--- src/rarmt_pkg.sv ---
// types, request codes and saturating arithmetic for the range add / range max tree
`timescale 1ns / 1ps
package rarmt_pkg;

  localparam int unsigned ValW = 48;

  typedef logic signed [ValW-1:0] val_t;

  localparam val_t ValMax = {1'b0, {(ValW-1){1'b1}}};
  localparam val_t ValMin = {1'b1, {(ValW-1){1'b0}}};

  typedef enum logic [1:0] {
    REQ_SET = 2'd0,
    REQ_ADD = 2'd1,
    REQ_MAX = 2'd2
  } req_type_e;

  typedef struct packed {
    val_t max_v;
    val_t pend;
  } node_t;

  typedef struct packed {
    logic busy;
    logic done;
  } ctrl_stat_t;

  typedef enum logic [3:0] {
    ST_CLEAR,
    ST_IDLE,
    ST_VISIT,
    ST_COV,
    ST_PD_CHK,
    ST_G0,
    ST_G1,
    ST_PD_CLR,
    ST_POP,
    ST_PU1,
    ST_PU2
  } state_e;

  function automatic val_t sat_add(input val_t a, input val_t b);
    logic signed [ValW:0] s;
    s = {a[ValW-1], a} + {b[ValW-1], b};
    if (s[ValW] != s[ValW-1]) begin
      return s[ValW] ? ValMin : ValMax;
    end
    return s[ValW-1:0];
  endfunction

  function automatic node_t give(input node_t n, input val_t amt);
    node_t r;
    r.max_v = sat_add(n.max_v, amt);
    r.pend  = sat_add(n.pend, amt);
    return r;
  endfunction

  function automatic val_t vmax(input val_t a, input val_t b);
    return (a > b) ? a : b;
  endfunction

endpackage

--- src/rarmt_ctrl.sv ---
// tree walker: clearing pass, explicit recursion stack, push-down and pull-up sequencing
`timescale 1ns / 1ps
module rarmt_ctrl
  import rarmt_pkg::*;
#(
  parameter int unsigned LEAVES = 1024,
  localparam int unsigned IW = $clog2(LEAVES + 1),
  localparam int unsigned NW = $clog2(4 * LEAVES)
) (
  input  logic          clk_i,
  input  logic          rst_ni,
  input  logic          go_i,
  input  req_type_e     kind_i,
  input  logic [IW-1:0] x_i,
  input  logic [IW-1:0] y_i,
  input  val_t          value_i,
  output ctrl_stat_t    stat_o,
  output val_t          acc_o,
  output logic          mem_we_o,
  output logic [NW-1:0] mem_waddr_o,
  output node_t         mem_wdata_o,
  output logic          mem_re_o,
  output logic [NW-1:0] mem_raddr_o,
  input  node_t         mem_rdata_i
);

  localparam int unsigned MD   = 4 * LEAVES;
  localparam int unsigned SD   = $clog2(LEAVES);
  localparam int unsigned SAW  = $clog2(SD + 1);
  localparam int unsigned SDEP = 2 ** SAW;

  state_e        state_q, state_d;
  logic [NW-1:0] clr_q, clr_d;
  req_type_e     kind_q, kind_d;
  logic [IW-1:0] x_q, x_d, y_q, y_d;
  val_t          val_q, val_d;
  logic [NW-1:0] node_q, node_d;
  logic [IW-1:0] l_q, l_d, r_q, r_d;
  logic [SAW-1:0] sp_q, sp_d;
  val_t          acc_q, acc_d;
  val_t          pend_q, pend_d;
  val_t          nmax_q, nmax_d;
  val_t          a_q, a_d;

  logic [NW-1:0] stk_node_q [SDEP];
  logic [IW-1:0] stk_l_q [SDEP];
  logic [IW-1:0] stk_r_q [SDEP];
  logic          stk_right_q [SDEP];

  logic           push, mark;
  logic [IW-1:0]  mid, top_mid;
  logic           disjoint, covered, sp_empty;
  logic [NW-1:0]  left_node, right_node;
  logic [SAW-1:0] top_idx;
  logic [NW-1:0]  top_node;
  logic [IW-1:0]  top_l, top_r;
  logic           top_right;

  assign mid        = l_q + ((r_q - l_q) >> 1);
  assign disjoint   = (r_q <= x_q) || (l_q >= y_q);
  assign covered    = (x_q <= l_q) && (r_q <= y_q);
  assign left_node  = {node_q[NW-2:0], 1'b0};
  assign right_node = {node_q[NW-2:0], 1'b1};
  assign sp_empty   = (sp_q == '0);
  assign top_idx    = sp_q - 1'b1;
  assign top_node   = stk_node_q[top_idx];
  assign top_l      = stk_l_q[top_idx];
  assign top_r      = stk_r_q[top_idx];
  assign top_right  = stk_right_q[top_idx];
  assign top_mid    = top_l + ((top_r - top_l) >> 1);

  // next state
  always_comb begin
    state_d = state_q;
    case (state_q)
      ST_CLEAR: begin
        if (clr_q == NW'(MD - 1)) state_d = ST_IDLE;
      end
      ST_IDLE: begin
        if (go_i) state_d = ST_VISIT;
      end
      ST_VISIT: begin
        if (disjoint) begin
          state_d = ST_POP;
        end else if (covered) begin
          state_d = (kind_q == REQ_SET) ? ST_POP : ST_COV;
        end else begin
          state_d = ST_PD_CHK;
        end
      end
      ST_COV:    state_d = ST_POP;
      ST_PD_CHK: state_d = (mem_rdata_i.pend == '0) ? ST_VISIT : ST_G0;
      ST_G0:     state_d = ST_G1;
      ST_G1:     state_d = ST_PD_CLR;
      ST_PD_CLR: state_d = ST_VISIT;
      ST_POP: begin
        if (sp_empty) begin
          state_d = ST_IDLE;
        end else if (!top_right) begin
          state_d = ST_VISIT;
        end else if (kind_q == REQ_MAX) begin
          state_d = ST_POP;
        end else begin
          state_d = ST_PU1;
        end
      end
      ST_PU1:  state_d = ST_PU2;
      ST_PU2:  state_d = ST_POP;
      default: state_d = ST_IDLE;
    endcase
  end

  // memory requests and status
  always_comb begin
    mem_we_o    = 1'b0;
    mem_waddr_o = node_q;
    mem_wdata_o = '0;
    mem_re_o    = 1'b0;
    mem_raddr_o = node_q;
    stat_o.busy = (state_q != ST_IDLE);
    stat_o.done = 1'b0;
    case (state_q)
      ST_CLEAR: begin
        mem_we_o    = 1'b1;
        mem_waddr_o = clr_q;
      end
      ST_VISIT: begin
        if (!disjoint) begin
          if (covered && kind_q == REQ_SET) begin
            mem_we_o          = 1'b1;
            mem_wdata_o.max_v = val_q;
          end else begin
            mem_re_o = 1'b1;
          end
        end
      end
      ST_COV: begin
        if (kind_q == REQ_ADD) begin
          mem_we_o    = 1'b1;
          mem_wdata_o = give(mem_rdata_i, val_q);
        end
      end
      ST_PD_CHK: begin
        if (mem_rdata_i.pend != '0) begin
          mem_re_o    = 1'b1;
          mem_raddr_o = left_node;
        end
      end
      ST_G0: begin
        mem_we_o    = 1'b1;
        mem_waddr_o = left_node;
        mem_wdata_o = give(mem_rdata_i, pend_q);
        mem_re_o    = 1'b1;
        mem_raddr_o = right_node;
      end
      ST_G1: begin
        mem_we_o    = 1'b1;
        mem_waddr_o = right_node;
        mem_wdata_o = give(mem_rdata_i, pend_q);
      end
      ST_PD_CLR: begin
        mem_we_o          = 1'b1;
        mem_wdata_o.max_v = nmax_q;
      end
      ST_POP: begin
        if (sp_empty) begin
          stat_o.done = (kind_q == REQ_MAX);
        end else if (top_right && kind_q != REQ_MAX) begin
          mem_re_o    = 1'b1;
          mem_raddr_o = {top_node[NW-2:0], 1'b0};
        end
      end
      ST_PU1: begin
        mem_re_o    = 1'b1;
        mem_raddr_o = right_node;
      end
      ST_PU2: begin
        // pending add of this node was cleared on the way down
        mem_we_o          = 1'b1;
        mem_wdata_o.max_v = vmax(a_q, mem_rdata_i.max_v);
      end
      default: ;
    endcase
  end

  // walker registers
  always_comb begin
    clr_d  = clr_q;
    kind_d = kind_q;
    x_d    = x_q;
    y_d    = y_q;
    val_d  = val_q;
    node_d = node_q;
    l_d    = l_q;
    r_d    = r_q;
    sp_d   = sp_q;
    acc_d  = acc_q;
    pend_d = pend_q;
    nmax_d = nmax_q;
    a_d    = a_q;
    push   = 1'b0;
    mark   = 1'b0;
    case (state_q)
      ST_CLEAR: clr_d = clr_q + 1'b1;
      ST_IDLE: begin
        if (go_i) begin
          kind_d = kind_i;
          x_d    = x_i;
          y_d    = y_i;
          val_d  = value_i;
          node_d = NW'(1);
          l_d    = '0;
          r_d    = IW'(LEAVES);
          sp_d   = '0;
          acc_d  = ValMin;
        end
      end
      ST_COV: begin
        if (kind_q == REQ_MAX) acc_d = vmax(acc_q, mem_rdata_i.max_v);
      end
      ST_PD_CHK: begin
        nmax_d = mem_rdata_i.max_v;
        pend_d = mem_rdata_i.pend;
        push   = (mem_rdata_i.pend == '0);
      end
      ST_PD_CLR: push = 1'b1;
      ST_POP: begin
        if (!sp_empty) begin
          if (!top_right) begin
            mark   = 1'b1;
            node_d = {top_node[NW-2:0], 1'b1};
            l_d    = top_mid;
            r_d    = top_r;
          end else begin
            sp_d   = sp_q - 1'b1;
            node_d = top_node;
          end
        end
      end
      ST_PU1: a_d = mem_rdata_i.max_v;
      default: ;
    endcase
    // descend into the left child
    if (push) begin
      sp_d   = sp_q + 1'b1;
      node_d = left_node;
      r_d    = mid;
    end
  end

  always_ff @(posedge clk_i or negedge rst_ni) begin
    if (!rst_ni) begin
      state_q <= ST_CLEAR;
      clr_q   <= '0;
      sp_q    <= '0;
    end else begin
      state_q <= state_d;
      clr_q   <= clr_d;
      sp_q    <= sp_d;
    end
  end

  always_ff @(posedge clk_i) begin
    kind_q <= kind_d;
    x_q    <= x_d;
    y_q    <= y_d;
    val_q  <= val_d;
    node_q <= node_d;
    l_q    <= l_d;
    r_q    <= r_d;
    acc_q  <= acc_d;
    pend_q <= pend_d;
    nmax_q <= nmax_d;
    a_q    <= a_d;
  end

  always_ff @(posedge clk_i) begin
    if (push) begin
      stk_node_q[sp_q]  <= node_q;
      stk_l_q[sp_q]     <= l_q;
      stk_r_q[sp_q]     <= r_q;
      stk_right_q[sp_q] <= 1'b0;
    end
    if (mark) begin
      stk_right_q[top_idx] <= 1'b1;
    end
  end

  assign acc_o = acc_q;

endmodule

--- config.mk ---
export PLATFORM = sky130hd
export DESIGN_NAME = rarmt_ctrl
export DESIGN_NICKNAME = d
export VERILOG_FILES = /design/src/rarmt_pkg.sv /design/src/rarmt_ctrl.sv
export SDC_FILE = /design/constraint.sdc
export NUM_CORES = 2
export LEC_CHECK = 0
export BUFFER_PORTS_ARGS = -buffer_cell sky130_fd_sc_hd__buf_2
export CAP_MARGIN = 20
export CORE_ASPECT_RATIO = 1.75
export CORE_MARGIN = 8
export CORE_UTILIZATION = 45
export CTS_CLUSTER_DIAMETER = 30
export DETAILED_ROUTE_END_ITERATION = 12
export PLACE_DENSITY_LB_ADDON = 0.25
export SYNTH_ARGS = -nofsm -noshare
export SYNTH_HDL_FRONTEND = slang
export SYNTH_SLANG_ARGS = --single-unit
--- constraint.sdc ---
create_clock -name clk_i -period 24.5 [get_ports clk_i]
set_input_delay 2.45 -clock clk_i [delete_from_list [all_inputs] [get_ports clk_i]]
set_output_delay 2.45 -clock clk_i [all_outputs]
set_load 0.02 [all_outputs]
; Word-level counts from Yosys, hierarchy flattened
; Memories as Yosys holds them, arrays and structs flattened.
; Cells that the tools add are included.
[totals]
n_memories = 4
out_inout_bits = 172
ramBits = 560
register_bits = 318
[op_classes]
reduce_logical = 24
n_eq_ne = 29
add_sub_neg = 11
n_lt_le_gt_ge = 6
mux = 93
[mem_list]
columns = name, depth, width, read_ports, rd_clocked_by_memory_dff, wr, line_no
row1 = stk_node_q, 16, 12, 1, 0, 1, rarmt_ctrl.sv:45  ; logic [NW-1:0] stk_node_q [SDEP];
row2 = stk_l_q, 16, 11, 1, 0, 1, rarmt_ctrl.sv:46  ; logic [IW-1:0] stk_l_q [SDEP];
row3 = stk_r_q, 16, 11, 1, 0, 1, rarmt_ctrl.sv:47  ; logic [IW-1:0] stk_r_q [SDEP];
row4 = stk_right_q, 16, 1, 1, 0, 1, rarmt_ctrl.sv:48  ; logic stk_right_q [SDEP];
[op_table]
columns = cell, n
row1 = 48-bit two-way mux, 20
row2 = 48-bit one-hot mux with 6 select lines, 1
row3 = 48-bit by 48-bit adder with 49-bit output, 4
row4 = 48-bit one-hot mux with 3 select lines, 1
row5 = 48-bit greater-than comparator, 2
row6 = 96-bit two-way mux, 1
row7 = 48-bit one-hot mux with 2 select lines, 1
row8 = 12-bit two-way mux, 7
row9 = 11-bit two-way mux, 7
row10 = 12-bit one-hot mux with 3 select lines, 2
row11 = 48-bit zero test, 1
row12 = 4-bit two-way mux, 12
row13 = 48-bit nonzero test, 1
row14 = 11-bit one-hot mux with 2 select lines, 2
row15 = 4-bit one-hot mux with 10 select lines, 1
row16 = 11-bit <= comparator, 3
row17 = 1-bit two-way mux, 32
row18 = 12-bit one-hot mux with 2 select lines, 1
row19 = 11-bit by 10-bit adder with 11-bit output, 2
row20 = 11-bit subtractor, 2
row21 = 4-bit by 3-bit == test with 1-bit output (second input constant), 4
row22 = 4-bit AND reduction, 4
row23 = 2-bit inequality test (second input constant), 7
row24 = 12-bit by 1-bit adder with 12-bit output (second input constant), 1
row25 = 28 further kinds, 44

; Depth between registers and ports, before layout
; An unclocked memory read counts as a cell.
[depth]
ltp_word = 9
ltp_mapped = 30

; Least setup slack after synthesis
; Ideal clock, no wire load.
[synth_path]
path_kind = register to register
from = reg state_q[0]
to = mem stk_l_q[1][0] (netlist name) (enable)
setup_time_ns = 0.467
path_slack_ns = 13.595
arrival_time_ns = 10.438
path_stages_with_launch = 7
synth_period_minus_slack_ns = 10.905
path_buffers = 2
path_cell_list = dfrtp_1 clkbuf_1 nor3_1 a21o_1 buf_1 nand2_1 nor3_1
[synth_between]
elab_chain_len = 4
word_cells_on_any_way = 5
cone_classes = eq/ne (2) / mux (3)
[synth_lines]
columns = item, line_no
row1 = start: declaration, rarmt_ctrl.sv:32  ; state_e state_q, state_d;
row2 = start signal: assignment, rarmt_ctrl.sv:257  ; state_q <= state_d;
row3 = 4-bit by 3-bit == test with 1-bit output, rarmt_ctrl.sv:203  ; case (state_q)
row4 = 1-bit one-hot mux with 2 select lines (*), rarmt_ctrl.sv:203
row5 = 1-bit two-way mux (*), rarmt_ctrl.sv:278  ; if (push) begin
row6 = 1-bit two-way mux (not written as such) (*), rarmt_ctrl.sv:280  ; stk_l_q[sp_q] <= l_q;
row7 = end: declaration, rarmt_ctrl.sv:46
; Mark *: on every way between the ends. The rest lies on a longest branch, timed or not.

==> key figures <==
Worst setup path
  – Crit-path max cell delay: 590 ps
  – Worst-path fanout max: 40
  – Startpoint types: input port
  – Crit Path Category: input port to primary output
  – Crit. End Element: primary output
  – Crit-path slowest cell: a21oi_1
  – Critical Path RT: 22050 ps
  – Sequence of cells on the critical path: buf_2 -> ha_1 -> a41o_1 -> a221oi_1 -> nor2b_1 -> nor2_1 -> o21bai_1 -> a21oi_1 -> o311ai_0 -> a311oi_1 -> o21ai_0 -> xor2_1 -> ha_1 -> a21oi_4 -> buf_4 -> inv_1 -> o211ai_1 -> buf_2
  – Crit path DAT: 7910 ps

Layout
  – Storage cell area: 26300 um^2
  – Post-Layout Inst Area: 60100 um^2
  – Net count, final: 5192
  – Final non-filler cell total: 6255
  – FILL cells: 9805
  – Area growth syn-to-layout: 16.7%
  – Share of cells above drive strength 1: 18.9%
  – Area of the multi-input gates: 24000 um^2

CTS
  – Clock tree buffer depth: 3
  – Hold buffers post-CTS: 0
  – Clk root buf: clkbuf_16
  – Cts repair resizes: 0
  – CTS buffer count: 144
  – Clock transition at path regs: 60 ps
  – Htree depth: 4
  – CTS tree: yes
  – # clock sinks: 878
  – Clock latency at the later pin of the worst-skew pair: 770 ps
  – Post-CTS Setup Bufs: 0

Synthesis
  – Synth warnings: 0
  – Top cells by count, synth: edfxtp_1 (857), ha_1 (381), nor2_1 (291), a21oi_1 (283), o21ai_0 (270)
  – Post-synthesis xor/xnor area fraction: 3.40%
  – Syn_nets: 4851
  – Area fraction in compound gates after synthesis: 14.1%
  – Synthesized flop and latch total: 878
  – Cells after Synth: 4291
  – Main combinational cell family by area after synthesis: compound AO/OA/AOI/OAI gates
  – Synth cell types: 86
  – Post-synth EDFFs: 857
  – Area leader, netlist: edfxtp_1
  – Synth Area in Simple Gates: 9.86%
  – Most used DFF post-synth: edfxtp_1
  – Sequential fraction of the synthesis area: 51.0%
  – Post-Synth Adder-Cell Area: 9.56%
  – Post-synth top area share: 50.0%
  – Share of flip-flops with an asynchronous set or reset: 2.28%
  – Top-count cell post-synth: edfxtp_1
  – Mux share of post-synthesis cell area: 9.07%
  – Mapped cell area: 51500 um^2
  – Syn_area_per_cell: 12.0 um^2
  – Ranking of synthesized cells by area: edfxtp_1 (50%), ha_1 (9.3%), mux4_2 (7.6%)

Outcome
  – Run status: completed

Timing
  – Tmin final: 10360 ps
  – Rel. slew slack: 30.1%
  – Max-slew violation count: 0
  – RSZ-0062 raised after global routing: false
  – Setup violators final: 0
  – Fmax: 96.5 MHz
  – Hold Worst Slack: 504 ps
  – Worst-Margin Slew: 1050 ps
  – Final TNS setup: 0 ps
  – Final Hold Vio Count: 0
  – Clk_skew: 39.2 ps
  – Final Cycle Share: 42.3%
  – Setup ws final: 14140 ps

Worst hold path
  – Min-delay worst type: flip-flop to flip-flop

Place
  – Port Buffers: 342
  – Pre-CTS WS: 14210 ps
  – Placed cell area: 55000 um^2
  – HPWL Detailed: 129000 um
  – Placer Congestion: 1.00
  – Cells after DPL: 5980

Pwr
  – Sw frac: 40.3%
  – Leakage: 23.1 nW
  – Int Pwr: 4.65 mW
  – Power Density: 130 nW/um^2
  – Logic gate share of total power: 47.2%
  – Worst VDD drop: 0.216 mV
  – Sequential power share: 25.7%
  – Net load switching power: 3.14 mW
  – Clock group share of total power: 27.1%

Routing
  – Initial drt markers: 3104
  – DR vias: 38700
  – Final wirelength: 176000 um
  – DRT Pass-1 Iters: 8
  – Residual DRC: 0
  – WL/cell: 28.1 um
  – Antenna Nets Post-Route: 0
  – Vias per cell: 6.19

Floorplan
  – Top Ports: 343
  – Die height: 464 um
  – Initial core utilization: 45.2%
  – Core Box Area: 114000 um^2
  – Site row count: 164
  – Die Span X: 272 um
  – Die ar.: 126000 um^2

Global route
  – GR Overflow Total: 0
  – Initial antenna violation count: 24
  – Vias in the first global route: 40100
  – GRT Total Usage: 27.2%
  – First-pass GRT wire length: 257000 um
  – Largest net degree at the start of global routing: 62

Flow run
  – Max cap viols: 0
==> area by class of cell <==
class / count / share of cell area, %
Antenna cell: 10 / 0.0416
Sequential cell: 878 / 43.7
Multi-Input combinational cell: 3015 / 39.9
Clock inverter: 107 / 2.23
Tap cell: 1494 / 3.11
Timing Repair Buffer: 409 / 3.68
Inverter: 184 / 1.15
Clock buffer: 158 / 6.20
==> critical path, delay by kind of cell <==
family,cells,cell delay (ps)
AO/OA/AOI/OAI,9,3040
buffers and inverters,4,1130
adder cells (fa/ha/maj),2,760
AND/OR/NAND/NOR,2,310
XOR/XNOR,1,190
==> power groups by stage <==
stage,clock [mW],combinational (mW),sequential (mW)
floorplan,0,2.66,1.96
global placement,0,3.64,2.02
detailed placement,0,3.66,2.02
CTS,2.14,3.69,2.00
global route,2.20,4.02,2.01
finish,2.11,3.68,2.00
==> sequential cells by signal, indices dropped and copies added (netlist names), 11 cells and up <==
signal	flops
a_q	48
acc_o	48
clr_q	12
l_q	11
nmax_q	48
node_q	12
pend_q	48
r_q	11
stk_l_q	176
stk_node_q	192
stk_r_q	176
stk_right_q	16
val_q	48
x_q	11
y_q	11
==> stage by stage <==
step           total power, mW  util, %
3_5_place_dp              5.69     48.3
5_1_grt                   8.23     52.8
4_1_cts                   7.83     52.8
2_1_floorplan             4.61        -
3_3_place_gp              5.66     48.3
6_report                  7.79     52.8
==> layer usage <==
layer  GRT usage [%]  share of wire, %  up-vias
met5               0              0.11        -
met3            7.18               7.6      439
met2            47.5                50     1564
met1            30.0                36    19200
li1                -                 -    17500
met4            14.6               5.9       30
==> path summary, 6_finish.rpt <==
check	end	slack, ps	start	cells past startpoint
hold reg to reg	clr_q[10]	500	clr_q[10]	1
min in group asynchronous	sp_q[1]	1690	rst_ni	1
setup reg to reg	l_q[10]	17160	sp_q[0]	21
max in group asynchronous	state_q[3]	22360	rst_ni	1
setup / recovery	mem_wdata_o[59]	14140	mem_rdata_i[53]	18
hold / removal	clr_q[10]	500	clr_q[10]	1
==> cell usage in the layout (no fill, tap or decap), types with 172 or more instances in the layout <==
cell type	synthesis	final
nand2_1	222	219
inv_1	184	183
mux4_2	174	174
buf_2	33	342
edfxtp_1	857	857
a21o_1	172	172
o21ai_0	270	270
nor2_1	291	276
ha_1	381	380
a21oi_1	283	280
==> logic make-up (layout without fill, tap and decap cells) <==
| group | after synthesis | count (layout) |
|---|---|---|
| fa+ha+maj | 389 | 389 |
| buf+inv | 398 | 858 |
| compound gates | 1130 | 1130 |
| other cells | 0 | 10 |
| flops | 878 | 878 |
| mux | 249 | 249 |
| simple gates | 1048 | 1048 |
| xor+xnor | 199 | 199 |
(Power assumes the default switching activity.)
